`config.mk`:
```
export PLATFORM = sky130hd
export DESIGN_NAME = tvfl_front
export DESIGN_NICKNAME = d
export VERILOG_FILES = /design/src/sv/assert_macros.svh /design/src/sv/tvfl_pkg.sv /design/src/sv/tvfl_front.sv
export SDC_FILE = /design/constraint.sdc
export NUM_CORES = 1
export LEC_CHECK = 0
export ABC_AREA = 1
export BUFFER_PORTS_ARGS = -buffer_cell sky130_fd_sc_hd__buf_2
export CORE_AREA = 2 2 63 65
export DETAILED_ROUTE_END_ITERATION = 6
export DIE_AREA = 0 0 65 67
export PLACE_DENSITY = 0.83
export SETUP_SLACK_MARGIN = 0.4
export SLEW_MARGIN = 20
export SYNTH_ARGS = -nofsm -noshare
export SYNTH_HDL_FRONTEND = slang
export SYNTH_SLANG_ARGS = --single-unit
```
`constraint.sdc`:
```
create_clock -name vclk -period 1.5
set_input_delay 0.075 -clock vclk [all_inputs]
set_output_delay 0.075 -clock vclk [all_outputs]
set_load 0.05 [all_outputs]
```
`src/sv/assert_macros.svh`:
```
// assertion helpers shared by the rtl files
// each macro expands to a labelled concurrent assertion, or to nothing in synthesis
`ifndef ASSERT_MACROS_SVH
`define ASSERT_MACROS_SVH

`ifndef SYNTHESIS

// expression must hold at every clock edge out of reset
`define ASSERT_ALWAYS(label, clk, rst_n, expr) \
  label: assert property (@(posedge clk) disable iff (!rst_n) (expr)) \
    else $error("assertion failed");

// consequent must hold in the same cycle as the antecedent
`define ASSERT_IMPLIES(label, clk, rst_n, ante, cons) \
  label: assert property (@(posedge clk) disable iff (!rst_n) (ante) |-> (cons)) \
    else $error("assertion failed");

// consequent must hold in the cycle after the antecedent
`define ASSERT_NEXT(label, clk, rst_n, ante, cons) \
  label: assert property (@(posedge clk) disable iff (!rst_n) (ante) |=> (cons)) \
    else $error("assertion failed");

`else

`define ASSERT_ALWAYS(label, clk, rst_n, expr)
`define ASSERT_IMPLIES(label, clk, rst_n, ante, cons)
`define ASSERT_NEXT(label, clk, rst_n, ante, cons)

`endif

`endif

```
`src/sv/tvfl_pkg.sv`:
```
// ----------------------------------------------------------------------------
// tvfl_pkg
// types and constants shared by the timed value floor lookup block
// ----------------------------------------------------------------------------
`timescale 1ns / 1ps
`default_nettype none

package tvfl_pkg;

  localparam int ENTRIES_DEF = 1024;
  localparam int CYCLE_W     = 32;
  localparam int OFFSET_W    = 16;
  localparam int VALUE_W     = 31;
  localparam int STATUS_W    = 3;
  localparam int QUEUE_DEPTH = 2;
  localparam int CFG_ADDR_W  = 3;
  localparam int CFG_DATA_W  = 32;

  // register index of base_cycle
  localparam logic [0:0] REG_BASE_CYCLE = 1'b0;

  typedef enum logic [1:0] {
    REQ_APPEND = 2'd0,
    REQ_LOOKUP = 2'd1,
    REQ_CLEAR  = 2'd2,
    REQ_NONE   = 2'd3
  } req_kind_t;

  typedef enum logic [STATUS_W-1:0] {
    ST_FOUND    = 3'd0,
    ST_UNDEF    = 3'd1,
    ST_NOTFOUND = 3'd2,
    ST_ACCEPT   = 3'd3,
    ST_FULL     = 3'd4
  } status_t;

  typedef enum logic [1:0] {
    BK_IDLE,
    BK_PROBE,
    BK_FETCH
  } bk_state_t;

  typedef struct packed {
    logic [1:0]                req_type;
    logic signed [CYCLE_W-1:0] cycle;
    logic [VALUE_W-1:0]        entry_value;
    logic                      entry_defined;
  } in_item_t;

  typedef struct packed {
    logic [STATUS_W-1:0]       status;
    logic [VALUE_W-1:0]        found_value;
    logic signed [CYCLE_W-1:0] set_at_cycle;
  } out_item_t;

  // classified request held between front and back
  typedef struct packed {
    req_kind_t           kind;
    logic [OFFSET_W-1:0] offset;
    logic [VALUE_W-1:0]  value;
    logic                defined;
  } cmd_t;

  // one table entry as stored in memory
  typedef struct packed {
    logic [OFFSET_W-1:0] offset;
    logic [VALUE_W-1:0]  value;
    logic                defined;
  } entry_t;

endpackage

`default_nettype wire

```
`src/sv/tvfl_front.sv`:
```
// ----------------------------------------------------------------------------
// tvfl_front
// accepts requests, decodes the type and reduces the cycle to an offset
// ----------------------------------------------------------------------------
`timescale 1ns / 1ps
`default_nettype none

module tvfl_front (
  input  wire logic                               in_valid,
  output logic                                    in_stall,
  input  wire tvfl_pkg::in_item_t                 in_data,
  input  wire logic [tvfl_pkg::CYCLE_W-1:0]       base_cycle,
  input  wire logic                               queue_full,
  output logic                                    push,
  output tvfl_pkg::cmd_t                          push_cmd
);
  import tvfl_pkg::*;

  logic [CYCLE_W-1:0] diff;

  // offset wraps modulo 2^16
  assign diff = in_data.cycle - base_cycle;

  assign in_stall = queue_full;
  assign push     = in_valid && !queue_full;

  always_comb begin
    push_cmd         = '0;
    push_cmd.kind    = req_kind_t'(in_data.req_type);
    push_cmd.offset  = diff[OFFSET_W-1:0];
    push_cmd.value   = in_data.entry_value;
    push_cmd.defined = in_data.entry_defined;
  end

endmodule

`default_nettype wire

```
==> impl_results.rst <==
.. list-table::
   :header-rows: 1

   * - Metric
     - Value
   * - Worst hold path endpoint
     - push_cmd[12]
   * - Leakage Power
     - 1.273 nW
   * - Min cycle time layout
     - 1.472 ns
   * - Number of standard cells after synthesis
     - 233
   * - Number of buffers added on ports
     - 52
   * - Complex-gate fraction of the synthesized area
     - 4.028%
   * - Sort of element at the start of the critical path
     - input pin
   * - DR WL/cell
     - 13.52 microns
   * - Final cycle utilization of the critical path
     - 98.15%
   * - Worst-case setup slack after placement
     - -0.2207 ns
   * - Total vias in the final route
     - 1,578
   * - Total of hold buffers inserted after clock tree synthesis
     - 0
   * - Total Power Consumption
     - 0.001457 W
   * - Overflow after GRT
     - 0
   * - Maximum capacitance violations
     - 0
   * - Worst slew margin relative to its limit
     - 82.05%
   * - Count of endpoints failing setup in the final report
     - 0
   * - Count of TritonRoute iterations in the first routing pass
     - 4
   * - Horizontal die dimension
     - 65 microns
   * - Worst slew pin tran
     - 0.2682 ns
   * - Via-per-instance ratio
     - 4.916
   * - Average footprint of a synthesized cell
     - 5.332 sq um
   * - Die area
     - 4355 sq um
   * - P&R area growth vs syn
     - 85.60%
   * - Outcome
     - complete, no violations
   * - Multiplexer fraction of the synthesized cell area
     - 0%
   * - Syn Nets
     - 349
   * - Min setup slack post-route
     - 0.02778 ns
   * - Top-level I/O count
     - 152
   * - Final hold violation count
     - 0
   * - Initial standard-cell utilization of the core
     - 34.46%
   * - Number of rows in the core area
     - 22
   * - Total of fill cells in the finished design
     - 256
   * - Cell depth of the worst min-delay path
     - 0
   * - Remaining antenna violation count
     - 0
   * - Maximum number of pins on one net before global-route repair
     - 6
   * - Global-route track usage on met1
     - 19.48%
   * - Fraction of layout cells with a size suffix above 1
     - 63.37%
   * - Final-layout clock buffer total
     - 0
   * - Worst IR drop on VDD
     - 409.7 uV
   * - First-pass GRT wire length
     - 6361 microns
   * - Critical path data required time
     - 1.42 ns
   * - Hold/Removal Path Class
     - input pin to output pin
   * - Largest fanout on the critical path
     - 3
   * - Warnings, synthesis
     - 0
   * - Share of the synthesized netlist area taken by xor and xnor gates
     - 5.639%
   * - Final weighted congestion in routability-driven placement
     - 0.8300
   * - Max Clk Rate
     - 679.2 MHz
   * - Max-slew violations
     - 0
   * - Half-perimeter wire length after placement
     - 2627 microns
   * - All-Layer GR Usage
     - 18.17%
   * - Vias in the first global route
     - 1,506
   * - GRT Max-Usage Layer
     - met2
   * - Data arrival at the endpoint of the critical path
     - 1.40 ns
   * - Flip-flop and latch area
     - 0 sq um
   * - Met2 layer usage reported by global route
     - 35.18%
   * - Main combinational cell family by area after synthesis
     - buffers and inverters
   * - Worst Min Path Start
     - in_data[12]
   * - Die Span Y
     - 67 microns
   * - Netlist area before placement
     - 1242 sq um
   * - Number of design-rule violations left by the first detailed-router iteration
     - 81
   * - Met3 usage
     - 1.858%
   * - WL final
     - 4341 microns
   * - Post-route core utilization
     - 63.95%
   * - Final total negative setup slack
     - 0 ns
   * - Startpoint-to-endpoint class of the critical path
     - input pin to output pin
   * - Final routed DRC violation total
     - 0
   * - Antenna violations before repair
     - 0
   * - Capturing element type of the critical path
     - output pin
   * - Sequential share of the synthesized area
     - 0%
   * - Synth Area in Adders
     - 16.72%
   * - Commonest cells after routing, fill and taps aside
     - 43 x inv_1, 40 x nand2_1, 26 x buf_2
   * - Unrepaired setup endpoints after global routing
     - true
   * - Commonest non-fill, non-tap cell in the layout
     - inv_1
   * - Number of antenna diodes
     - 0
   * - Number of flip-flops and latches
     - 0
   * - Total power density per cell area
     - 631.7 nW/um^2
   * - Unique cell type count in the Yosys netlist
     - 16
   * - Share of synthesized cell area in and, or, nand and nor gates
     - 35.25%
   * - Core region area
     - 3606 sq um
   * - Post-layout nets
     - 391
## metal layers
metal	up-vias	wire length, microns
li1	734	-
met1	728	1546
met2	86	2192
met3	30	317
met4	0	284
met5	-	0
## metrics by stage
step	area, sq um	std cells	hold WS [ns]
finish	2306	321	0.1500
global route	2306	321	0.1501
CTS	2171	318	0.1503
detailed placement	1775	315	0.1503
global placement	1775	315	0.1503
floorplan	1590	233	0.3171
## how the worst max path moves through the flow
stage               slack [ns]         from            to
finish                    0.03  in_data[32]  push_cmd[38]
global route             -0.05  in_data[32]  push_cmd[38]
CTS                       0.03  in_data[32]  push_cmd[38]
detailed placement       -0.22  in_data[32]  push_cmd[44]
global placement         -0.18  in_data[32]  push_cmd[44]
floorplan                  0.1  in_data[32]  push_cmd[40]
## critical path, stage by stage
cell and delay [ns]:
buf_8 0.08, inv_8 0.03, ha_4 0.14, fa_2 0.35, inv_2 0.07, nand4_1 0.08, nand2_2 0.13, buf_6 0.12
xor2_4 0.14, buf_6 0.17
## cell type report
cell class	count	area (sq um)	area share, %
Multi-Input combinational cell	141	1364	59.14
Timing Repair Buffer	75	653.1	28.32
Inverter	57	229.0	9.929
Tap cell	48	60.06	2.604
## where the power goes
group	total (W)	leakage [nW]	internal, W	switching [W]
Combinational	0.00146	1.27	0.000622	0.000834
Sequential	0	0	0	0
Clock	0	0	0	0
Total	0.00146	1.27	0.000622	0.000834
## repair_timing
action,4_1_cts,5_1_grt
pin swaps,30,17
setup endpoints to repair,15,15
buffers inserted,3,3
resized for setup,94,27
## kinds of logic after synthesis
kind of cell,after synthesis
fa+ha+maj,16
xor+xnor,8
buf+inv,92
simple gates,107
compound gates,10
## synthesized netlist by cell type
library cell,number,area share [%]
or2_1,1,0.50
xnor2_1,3,2.1
nand2_2,2,1.0
nand4_1,2,1.0
buf_4,35,21
ha_1,15,15
inv_1,56,17
inv_2,1,0.30
nor3_2,1,0.81
nand2_1,77,23
nor3_1,2,0.81
nor2_1,10,3.0
fa_1,1,1.6
xor2_1,5,3.5
nand3_1,12,4.8
a21oi_1,10,4.0
Note: power is estimated with default switching activity, not from simulation.
