## src/sv/assert_macros.svh

```systemverilog
// assertion helpers shared by the rtl files
// each macro expands to a labelled concurrent assertion, or to nothing in synthesis
`ifndef ASSERT_MACROS_SVH
`define ASSERT_MACROS_SVH

`ifndef SYNTHESIS

// expression must hold at every clock edge out of reset
`define ASSERT_ALWAYS(label, clk, rst_n, expr) \
  label: assert property (@(posedge clk) disable iff (!rst_n) (expr)) \
    else $error("assertion failed");

// consequent must hold in the same cycle as the antecedent
`define ASSERT_IMPLIES(label, clk, rst_n, ante, cons) \
  label: assert property (@(posedge clk) disable iff (!rst_n) (ante) |-> (cons)) \
    else $error("assertion failed");

// consequent must hold in the cycle after the antecedent
`define ASSERT_NEXT(label, clk, rst_n, ante, cons) \
  label: assert property (@(posedge clk) disable iff (!rst_n) (ante) |=> (cons)) \
    else $error("assertion failed");

`else

`define ASSERT_ALWAYS(label, clk, rst_n, expr)
`define ASSERT_IMPLIES(label, clk, rst_n, ante, cons)
`define ASSERT_NEXT(label, clk, rst_n, ante, cons)

`endif

`endif

```

## src/sv/tvfl_pkg.sv

```systemverilog
// ----------------------------------------------------------------------------
// tvfl_pkg
// types and constants shared by the timed value floor lookup block
// ----------------------------------------------------------------------------
`timescale 1ns / 1ps
`default_nettype none

package tvfl_pkg;

  localparam int ENTRIES_DEF = 1024;
  localparam int CYCLE_W     = 32;
  localparam int OFFSET_W    = 16;
  localparam int VALUE_W     = 31;
  localparam int STATUS_W    = 3;
  localparam int QUEUE_DEPTH = 2;
  localparam int CFG_ADDR_W  = 3;
  localparam int CFG_DATA_W  = 32;

  // register index of base_cycle
  localparam logic [0:0] REG_BASE_CYCLE = 1'b0;

  typedef enum logic [1:0] {
    REQ_APPEND = 2'd0,
    REQ_LOOKUP = 2'd1,
    REQ_CLEAR  = 2'd2,
    REQ_NONE   = 2'd3
  } req_kind_t;

  typedef enum logic [STATUS_W-1:0] {
    ST_FOUND    = 3'd0,
    ST_UNDEF    = 3'd1,
    ST_NOTFOUND = 3'd2,
    ST_ACCEPT   = 3'd3,
    ST_FULL     = 3'd4
  } status_t;

  typedef enum logic [1:0] {
    BK_IDLE,
    BK_PROBE,
    BK_FETCH
  } bk_state_t;

  typedef struct packed {
    logic [1:0]                req_type;
    logic signed [CYCLE_W-1:0] cycle;
    logic [VALUE_W-1:0]        entry_value;
    logic                      entry_defined;
  } in_item_t;

  typedef struct packed {
    logic [STATUS_W-1:0]       status;
    logic [VALUE_W-1:0]        found_value;
    logic signed [CYCLE_W-1:0] set_at_cycle;
  } out_item_t;

  // classified request held between front and back
  typedef struct packed {
    req_kind_t           kind;
    logic [OFFSET_W-1:0] offset;
    logic [VALUE_W-1:0]  value;
    logic                defined;
  } cmd_t;

  // one table entry as stored in memory
  typedef struct packed {
    logic [OFFSET_W-1:0] offset;
    logic [VALUE_W-1:0]  value;
    logic                defined;
  } entry_t;

endpackage

`default_nettype wire

```

## src/sv/tvfl_queue.sv

```systemverilog
// ----------------------------------------------------------------------------
// tvfl_queue
// short request queue between front and back
// ----------------------------------------------------------------------------
`timescale 1ns / 1ps
`default_nettype none
`include "assert_macros.svh"

module tvfl_queue (
  input  wire logic           clk,
  input  wire logic           rst_n,
  input  wire logic           push,
  input  wire tvfl_pkg::cmd_t push_cmd,
  output logic                full,
  input  wire logic           pop,
  output logic                head_valid,
  output tvfl_pkg::cmd_t      head_cmd
);
  import tvfl_pkg::*;

  localparam int PW = (QUEUE_DEPTH > 1) ? $clog2(QUEUE_DEPTH) : 1;
  localparam int NW = $clog2(QUEUE_DEPTH + 1);

  cmd_t          slot_r [QUEUE_DEPTH];
  logic [PW-1:0] wr_ptr_r, wr_ptr_nxt;
  logic [PW-1:0] rd_ptr_r, rd_ptr_nxt;
  logic [NW-1:0] count_r, count_nxt;

  assign full       = (count_r == NW'(QUEUE_DEPTH));
  assign head_valid = (count_r != '0);
  assign head_cmd   = slot_r[rd_ptr_r];

  always_comb begin
    wr_ptr_nxt = wr_ptr_r;
    rd_ptr_nxt = rd_ptr_r;
    count_nxt  = count_r;
    if (push) begin
      wr_ptr_nxt = (wr_ptr_r == PW'(QUEUE_DEPTH - 1)) ? '0 : wr_ptr_r + PW'(1);
    end
    if (pop) begin
      rd_ptr_nxt = (rd_ptr_r == PW'(QUEUE_DEPTH - 1)) ? '0 : rd_ptr_r + PW'(1);
    end
    if (push && !pop) begin
      count_nxt = count_r + NW'(1);
    end else if (pop && !push) begin
      count_nxt = count_r - NW'(1);
    end
  end

  always_ff @(posedge clk) begin
    if (!rst_n) begin
      wr_ptr_r <= '0;
      rd_ptr_r <= '0;
      count_r  <= '0;
    end else begin
      wr_ptr_r <= wr_ptr_nxt;
      rd_ptr_r <= rd_ptr_nxt;
      count_r  <= count_nxt;
    end
  end

  always_ff @(posedge clk) begin
    if (push) begin
      slot_r[wr_ptr_r] <= push_cmd;
    end
  end

  `ASSERT_ALWAYS(a_q_count_bound, clk, rst_n, count_r <= NW'(QUEUE_DEPTH))
  `ASSERT_IMPLIES(a_q_no_overflow, clk, rst_n, full, !push)
  `ASSERT_IMPLIES(a_q_no_underflow, clk, rst_n, !head_valid, !pop)

endmodule

`default_nettype wire

```

## config.mk

```make
export PLATFORM = sky130hd
export DESIGN_NAME = tvfl_queue
export DESIGN_NICKNAME = d
export VERILOG_FILES = /design/src/sv/tvfl_pkg.sv /design/src/sv/tvfl_queue.sv
export VERILOG_INCLUDE_DIRS = /design/src /design/src/sv
export SDC_FILE = /design/constraint.sdc
export NUM_CORES = 1
export LEC_CHECK = 0
export BUFFER_PORTS_ARGS = -buffer_cell sky130_fd_sc_hd__buf_2
export CORE_MARGIN = 1.5
export CORE_UTILIZATION = 48
export DETAILED_ROUTE_END_ITERATION = 8
export GPL_ROUTABILITY_DRIVEN = 0
export PLACE_DENSITY_LB_ADDON = 0.25
export SYNTH_ARGS = -nofsm -noshare
export SYNTH_HDL_FRONTEND = slang
export SYNTH_SLANG_ARGS = --single-unit
```

## constraint.sdc

```tcl
create_clock -name clk -period 3.6 [get_ports clk]
set_input_delay 0.54 -clock clk [delete_from_list [all_inputs] [get_ports clk]]
set_output_delay 0.54 -clock clk [all_outputs]
set_load 0.02 [all_outputs]
```

==> results.toml <==
[min_path]
hold_class = "in2reg"

[sta]
setup_viol = 0
fmax_ghz = 0.385
fin_crit_sh_pct = 72.2
rsz0062_at_grt = "false"
finalCriticalPeriod_ns = 2.60
tightestPinTransition_ns = 0.720
fin_setup_tns_ns = 0
finalHoldViolations = 0
clock_skew_ns = 0.00798
report.final.slew_viol_count = 0
timing.hold.ws_ns = 0.374
slew_headroom_pct = 51.9

[yosys]
synth_top_area_share_pct = 78.4
synth_cells = 178
syn_avg_cell_area_sq_um = 21.5
synth_cell_types = 18
seq_area_frac_synth_pct = 81.0
synth_top_family_by_area = "multiplexers"
synth_compound_area_share_pct = 0.523
synth-xor-area-share_pct = 0.686
synthMuxAreaShare_pct = 14.7
synthAdderAreaFrac_pct = 0.327
synth_area_sq_mm = 0.00383
synth-seq-cells = 105
mappedNetlistNets = 233
synth_area_leader_cell = "edfxtp_1"
yosys.area_share.simple_pct = 1.54
synth.area.top_cells = "edfxtp_1 (78%), mux2_2 (14%), dfxtp_1 (2.6%), mux2_1 (1.2%), buf_4 (0.98%)"
yosys_warnings = 0

[setup_path]
arrival_ns = 2.06
cp_max_fo = 29
cp_top_family = "flip-flops"
cp-end-kind = "output port"
crit_required_ns = 3.06
max_stage_delay_ns = 0.67
cp-start-kind = "flop"
worstPathCellList = "buf_4 > mux2_2 > buf_2"
critical_path_buf_inv_count = 2
worst_path_max_delay_cell = "dfxtp_2"
worstSetupPathType = "reg2out"

[clock_network]
clk-insertion-delay-late_ns = 0.35
cts_sinks = 105
tritoncts = "done"
cts_setup_buffers = 0
htreeDepth = 3
cts_hold_buf = 0
cts_buffers = 9
clkTransAtPathRegs_ns = 0.09
postCtsResizedCells = 0
root_buffer = "clkbuf_8"
clockBufferDepth = 2

[routing]
wire_per_inst_um = 16.0
initialDrtViolationCount = 53
num_vias = 1971
dr.pass1.iters = 4
drt-total-wl_um = 6370
antenna_left = 0
via_per_inst = 4.94
drcViolationCount = 0

[global_route]
grt_max_degree = 30
grt_pass1_vias = 2069
grt.overflow.total = 0
antenna_found_initial = 0
grt_pass1_wl_um = 9830
track_usage_pct = 15.6

[finish]
n_fill_cell = 596
n_antenna_cell = 0
layout.nets = 347
design_area_sq_mm = 0.00470
final_common_cell = "buf_2"
area_growth_pct = 22.6
drive_gt1_share_pct = 57.9
final_cell_mix = "buf_2 (105), edfxtp_1 (100), mux2_2 (46), clkbuf_8 (9)"

[die]
rows = 32
fp.coreArea_sq_mm = 0.00773
io_pins = 106
die_x_um = 92.3
start_util_pct = 49.6
die_h_um = 92.3
die_area_sq_mm = 0.00852

[power]
peakVddDrop_mv = 0.324
leakagePower_nw = 1.78
power_density_mw_per_mm2 = 531

[place]
dp_hpwl_um = 4210
placed_area_sq_mm = 0.00449
io_buffers = 105

[outcome]
status = "finished, final reports clean"

[job]
max_cap_violations = 0
## synth_stat cells
master / instances
a21boi_1: 1
and2_1: 4
and2b_2: 1
buf_2: 1
buf_4: 5
dfxtp_1: 5
edfxtp_1: 100
ha_1: 1
inv_1: 1
mux2_1: 4
mux2_2: 46
nor2b_1: 2
o21a_1: 1
o21ai_0: 1
or2_2: 1
or3_1: 1
xnor2_1: 1
xor2_1: 2
## worst paths after layout
check	slack (ns)	cells after the start	from	to
setup / recovery	1.00	3	flop	head_cmd[27]
hold / removal	0.37	1	push_cmd[29]	slot_r[1][29]
setup reg to reg	2.06	2	wr_ptr_r	slot_r[0][19]
hold reg to reg	0.50	2	count_r[1]	count_r[1]
## cell families (layout without fill, tap and decap cells)
group / after synthesis / count (layout)
xor gates and xnor gates: 3 / 3
and+or+nand+nor: 9 / 9
adders and majority gates: 1 / 1
muxes: 50 / 50
buffers and inverters: 7 / 126
AOI/OAI and AO/OA: 3 / 3
DFF: 105 / 105
## worst register-to-register path: cells and delay by family, from the launching register on
family	cells	cell delay [ns]
buffers and inverters	1	0.30
AND/OR/NAND/NOR	1	0.58
flip-flops	1	0.35
## power breakdown
| group | leakage (nW) | switching [W] | internal [W] | total [W] |
|---|---|---|---|---|
| clock network | 0.102 | 0.000356 | 0.000393 | 0.000749 |
| registers | 0.980 | 0.0000262 | 0.00141 | 0.00143 |
| logic | 0.693 | 0.000177 | 0.000135 | 0.000313 |
| total | 1.78 | 0.000560 | 0.00194 | 0.00250 |
## per-layer routing
metal  track usage [%]  wire, um  part of all wire [%]  vias to the layer above
met5                 0         0                     0                        -
met2              28.4      3320                    52                       61
met3              5.25       358                   5.6                        7
met4              6.15        72                   1.1                        0
met1              16.6      2610                    41                      981
li1                  -         -                     -                      922
## stage by stage
stage / utilization, % / power, W / std cells / setup slack, ns
floorplan: - / 0.00166 / 178 / 0.348
global placement: 58.1 / 0.00177 / 383 / 1.35
detailed placement: 58.1 / 0.00178 / 383 / 1.36
CTS: 60.8 / 0.00252 / 399 / 0.973
global route: 60.8 / 0.00258 / 399 / 0.896
finish: 60.8 / 0.00250 / 399 / 1.00
## registers in the layout, indices dropped and copies added, names as in the netlist, named ones only
register	flops
count_r	2
rd_ptr_r	1
slot_r	100
wr_ptr_r	1
## layout make-up
class | count | area (sq um) | area share (%)
Multi-Input combinational cell | 66 | 689 | 14.7
Clock buffer | 13 | 139 | 2.96
Timing Repair Buffer | 109 | 568 | 12.1
Inverter | 1 | 3.75 | 0.0799
Sequential cell | 105 | 3100 | 66.1
Tap cell | 102 | 128 | 2.72
Clock inverter | 3 | 65.1 | 1.39
Note: power is estimated with default switching activity, not from simulation.
